$ cat src/hdl/scaled_dual_matrix_product_defines.svh
// Assertion macros for the scaled dual matrix product RTL.
`ifndef SCALED_DUAL_MATRIX_PRODUCT_DEFINES_SVH
`define SCALED_DUAL_MATRIX_PRODUCT_DEFINES_SVH

// Same-cycle implication, checked outside reset.
`define SDMP_ASSERT_IMPL(label, clk, rst_n, ante, cons) \
  label: assert property (@(posedge clk) disable iff (!rst_n) (ante) |-> (cons)) \
    else $error("sdmp assertion failed");

// Next-cycle implication, checked outside reset.
`define SDMP_ASSERT_NEXT(label, clk, rst_n, ante, cons) \
  label: assert property (@(posedge clk) disable iff (!rst_n) (ante) |=> (cons)) \
    else $error("sdmp assertion failed");

`endif

$ cat src/hdl/sdmp_pkg.sv
// Types and constants of the scaled dual matrix product.
`timescale 1ns / 1ps
package sdmp_pkg;

  localparam int SIZE_W  = 5;
  localparam int VAL_W   = 8;
  localparam int IDX_W   = 4;
  localparam int RES_W   = 53;
  localparam int SCALE_W = 33;
  localparam int STAT_W  = 2;
  localparam int FRAC_W  = 16;
  localparam int DIFF_W  = 2 * VAL_W;
  localparam int N4_W    = 4 * SIZE_W;
  localparam int PROD_W  = DIFF_W + N4_W;
  localparam int NUM_W   = PROD_W + FRAC_W;
  localparam int QUEUE_DEPTH = 4;

  localparam logic OP_LOAD = 1'b0;
  localparam logic OP_READ = 1'b1;

  localparam logic [STAT_W-1:0] STAT_OK        = 2'd0;
  localparam logic [STAT_W-1:0] STAT_NOT_READY = 2'd1;
  localparam logic [STAT_W-1:0] STAT_ZERO_SUM  = 2'd2;

  localparam logic [SIZE_W-1:0]  SIZE_RESET = 5'd4;
  localparam logic [SCALE_W-1:0] SCALE_MAX  = '1;
  localparam logic [RES_W-1:0]   RESULT_MAX = '1;

  typedef struct packed {
    logic              opcode;
    logic [VAL_W-1:0]  a_value;
    logic [VAL_W-1:0]  b_value;
    logic [VAL_W-1:0]  c_value;
    logic [IDX_W-1:0]  row_index;
    logic [IDX_W-1:0]  col_index;
  } in_word_t;

  typedef struct packed {
    logic [RES_W-1:0]   result_value;
    logic [SCALE_W-1:0] scale_factor;
    logic [STAT_W-1:0]  status;
  } out_word_t;

  // Classified command held between front and back.
  typedef struct packed {
    logic              is_read;
    logic [VAL_W-1:0]  a_value;
    logic [VAL_W-1:0]  b_value;
    logic [VAL_W-1:0]  c_value;
    logic [IDX_W-1:0]  row_index;
    logic [IDX_W-1:0]  col_index;
  } cmd_t;

endpackage

$ cat src/hdl/sdmp_cmd_queue.sv
// Front end: accept input words, classify them and queue them for the engine.
`timescale 1ns / 1ps
module sdmp_cmd_queue import sdmp_pkg::*; (
  input  logic     clk,
  input  logic     rst_n,
  input  logic     push,
  output logic     full,
  input  in_word_t in_data,
  output logic     cmd_valid,
  output cmd_t     cmd,
  input  logic     cmd_pop
);

  localparam int PTR_W = $clog2(QUEUE_DEPTH);
  localparam int CNT_W = $clog2(QUEUE_DEPTH + 1);

  cmd_t             q_r [QUEUE_DEPTH];
  logic [PTR_W-1:0] wr_r, rd_r;
  logic [CNT_W-1:0] cnt_r, cnt_nxt;
  logic             do_push, do_pop;
  cmd_t             cls;

  always_comb begin
    cls.is_read   = (in_data.opcode == OP_READ);
    cls.a_value   = in_data.a_value;
    cls.b_value   = in_data.b_value;
    cls.c_value   = in_data.c_value;
    cls.row_index = in_data.row_index;
    cls.col_index = in_data.col_index;
  end

  assign full      = (cnt_r == CNT_W'(QUEUE_DEPTH));
  assign cmd_valid = (cnt_r != '0);
  assign cmd       = q_r[rd_r];
  assign do_push   = push && !full;
  assign do_pop    = cmd_pop && cmd_valid;

  always_comb begin
    cnt_nxt = cnt_r;
    if (do_push && !do_pop) cnt_nxt = cnt_r + 1'b1;
    if (do_pop && !do_push) cnt_nxt = cnt_r - 1'b1;
  end

  always_ff @(posedge clk) begin
    if (!rst_n) begin
      wr_r  <= '0;
      rd_r  <= '0;
      cnt_r <= '0;
    end else begin
      cnt_r <= cnt_nxt;
      if (do_push) wr_r <= wr_r + 1'b1;
      if (do_pop)  rd_r <= rd_r + 1'b1;
    end
  end

  always_ff @(posedge clk) begin
    if (do_push) q_r[wr_r] <= cls;
  end

endmodule

$ cat config.mk
export PLATFORM = sky130hd
export DESIGN_NAME = sdmp_cmd_queue
export DESIGN_NICKNAME = d
export VERILOG_FILES = /design/src/hdl/scaled_dual_matrix_product_defines.svh /design/src/hdl/sdmp_pkg.sv /design/src/hdl/sdmp_cmd_queue.sv
export SDC_FILE = /design/constraint.sdc
export NUM_CORES = 1
export LEC_CHECK = 0
export BUFFER_PORTS_ARGS = -buffer_cell sky130_fd_sc_hd__buf_2
export CELL_PAD_IN_SITES_DETAIL_PLACEMENT = 2
export CELL_PAD_IN_SITES_GLOBAL_PLACEMENT = 2
export CORE_MARGIN = 4
export CORE_UTILIZATION = 30
export CTS_CLUSTER_SIZE = 25
export DETAILED_ROUTE_END_ITERATION = 7
export GPL_ROUTABILITY_DRIVEN = 0
export PLACE_DENSITY = 0.61
export REMOVE_ABC_BUFFERS = 1
export SYNTH_ARGS = -nofsm -noshare
export SYNTH_HDL_FRONTEND = slang
export SYNTH_SLANG_ARGS = --single-unit
$ cat constraint.sdc
create_clock -name clk -period 3.47 [get_ports clk]
set_clock_uncertainty 0.1 [all_clocks]
set_input_delay 0.5205 -clock clk [delete_from_list [all_inputs] [get_ports clk]]
set_output_delay 0.5205 -clock clk [all_outputs]
set_load 0.005 [all_outputs]
==> results.toml <==
[outcome]
run_status = "completed"

[critical_path]
path_delay_family = "flip-flops"
worst-setup-path-type = "reg2out"
critPathMaxFanout = 20
worstSetupEndpointType = "output pin"
crit_arrival_ns = 2.08
worst-path-buf-inv = 2
worstPathRequired_ns = 2.85
critPathSlowestCell = "dfxtp_2"
critPathLaunchType = "flip-flop"
r2r-start = "cnt_r[0]$_SDFFE_PN0P_"
rrSetupSlack_ns = 1.15
cp_slowest_stage_delay_ns = 0.67
worstPathCellList = "buf_12 > mux4_2 > buf_2"

[grt]
grt-ovfl-total = 0
use_met2_pct = 21.7
track_usage_pct = 12.1
grt_pass1_wl_um = 17400
use_met3_pct = 4.92
grt_pass1_vias = 2962
use_met1_pct = 13.4
grt_max_degree = 34
grt-busiest-layer = "met2"
antenna_found_initial = 1

[placed_design]
dp.cells = 520
hpwl_um = 7310
placed_cell_area_um2 = 5930
port_buffers = 71

[floorplanning]
dieWidth_um = 141
rows = 48
start_util_pct = 30.7
die_h_um = 141
core_um2 = 17300
die_area_um2 = 19900
io_pins = 72

[routing]
via_count = 2492
drt_iter0_drc = 110
drt-total-wl_um = 11400
drtAntennaViolNets = 0
post_drt_via_cell_ratio = 4.51
firstDrtPassIters = 4
drc = 0
routedWlPerCell_um = 20.6

[sta]
worstMarginPinSlew_ns = 0.948
slew_headroom_pct = 36.8
period_minus_slack_ns = 2.70
hold_viol_final = 0
clock.fmax_mhz = 370
finalSetupViolations = 0
rsz0062_at_grt = "false"
slew_violations = 0
hold_slack_ns = 0.226
setup_tns_ns = 0
layout_worst_path_cycle_share_pct = 77.8

[cts]
cts_max_path_buffers = 2
cts_tree = "built"
cts_setup_buffers = 0
worstSkewPairLatency_ns = 0.41
cts.sinks = 141
cts_root_buffer = "clkbuf_16"
clk_transition_reported_paths_ns = 0.06
cts_inserted_buffers = 17
htree_levels = 4
cts_resized = 0
cts_hold_buf = 0

[synthesis]
muxShareOfSynthArea_pct = 14.6
avgSynthCellArea_um2 = 23.6
synth_cells = 225
synth_compound_area_share_pct = 0.802
synth_most_common_cell = "edfxtp_1"
synth-adder-area-share_pct = 1.56
synth_edf_count = 132
synth-seq-cells = 141
seq_area_frac_synth_pct = 78.1
syn-cell-area_um2 = 5310
synth_top_family_by_area = "multiplexers"
yosysWarnings = 0
netlist_top_cells_area = "edfxtp_1, mux4_2, dfxtp_1"
yosysUniqueCellTypes = 23
yosys.area_share.simple_pct = 2.00
ys_async_sr_fraction_pct = 0
synthTopCellsByCount = "edfxtp_1, mux4_2, dfxtp_1, and2_1, inv_1"
synthFlopType = "edfxtp_1"
yosys.area.top_type = "edfxtp_1"
synth.top_cell.area_share_pct = 74.7
synth_xor_xnor_area_share_pct = 0.660

[run]
maxCapViolCount = 0

[final_layout]
antennaDiodeCount = 0
stdcell_area_um2 = 6550
fin_nets = 357
finalNonFillerCells = 552
drive_gt1_share_pct = 45.3
area_growth_pct = 23.5

[worst_hold_path]
hp-start = "in_data[6]"
min-delay-path-class = "in2reg"

[pwr]
power_density_nw_per_um2 = 768
vdd_ir_drop_max_v = 0.000333
power_leakage_uw = 0.00223
==> worst register-to-register path, delay by kind of cell, from the launching register on <==
family,cells,cell delay [ns]
buf+inv,1,0.35
flops,1,0.47
simple gates,3,1.10
==> worst paths after layout <==
kind                               end  depth (start not counted)
setup / recovery               cmd[19]                          3
hold / removal     q_r[1][6]$_DFFE_PP_                          1
setup reg to reg  q_r[0][32]$_DFFE_PP_                          4
hold reg to reg   wr_r[1]$_SDFFE_PN0P_                          2
==> metrics by stage <==
step	total power (µW)	setup WS, ns	utilization (%)
floorplan	2740	0.685	-
global placement	3190	1.07	34.3
detailed placement	3220	1.02	34.3
CTS	5140	0.666	37.9
global route	5280	0.614	37.9
finish	5030	0.769	37.9
==> placed cells by master, fill, tap and decap left out <==
cell type	count
a21boi_0	1
and2_1	3
and2_2	4
buf_12	1
buf_2	71
buf_4	8
bufinv_16	4
clkbuf_16	17
clkinv_1	2
clkinv_2	3
clkinv_4	3
clkinvlp_4	1
dfxtp_1	7
dfxtp_2	2
edfxtp_1	132
fa_1	1
ha_1	5
inv_1	6
inv_6	2
mux2i_1	2
mux4_1	3
mux4_2	30
nand2_1	5
nor2b_1	3
nor3b_2	1
o21ai_0	2
o311ai_2	1
o31a_1	1
or3_1	2
xnor2_1	3
xor2_1	1
==> cells by family after synthesis <==
family | Yosys count
compound gates | 5
xor+xnor | 4
fa+ha+maj | 6
buf+inv | 16
flops | 141
mux | 35
simple gates | 18
==> final cells by class <==
cell class | instances | area (µm²)
sequential | 141 | 4150
multi-input combinational | 68 | 1050
clock inverter | 15 | 194
timing repair buffer | 80 | 435
fill | 1679 | 10700
clock buffer | 17 | 425
tap | 225 | 282
inverter | 6 | 22.5
==> metal layers <==
layer | wire (µm) | vias up
met2 | 6050 | 64
li1 | - | 1108
met1 | 4640 | 1307
met5 | 12 | -
met4 | 82 | 2
met3 | 598 | 11
==> flip-flops by register name (all words and copies together) (netlist names), named ones only <==
name / flops
cnt_r: 3
wr_r: 2
rd_r: 2
q_r: 132
==> power by group <==
group	switching, µW	internal [µW]	leakage (µW)	total, µW
sequential	134	2060	0.00129	2190
clock	693	1200	0.000302	1890
combinational	426	519	0.000646	945
total	1250	3780	0.00223	5030
Power figures use the tool's default switching activity.
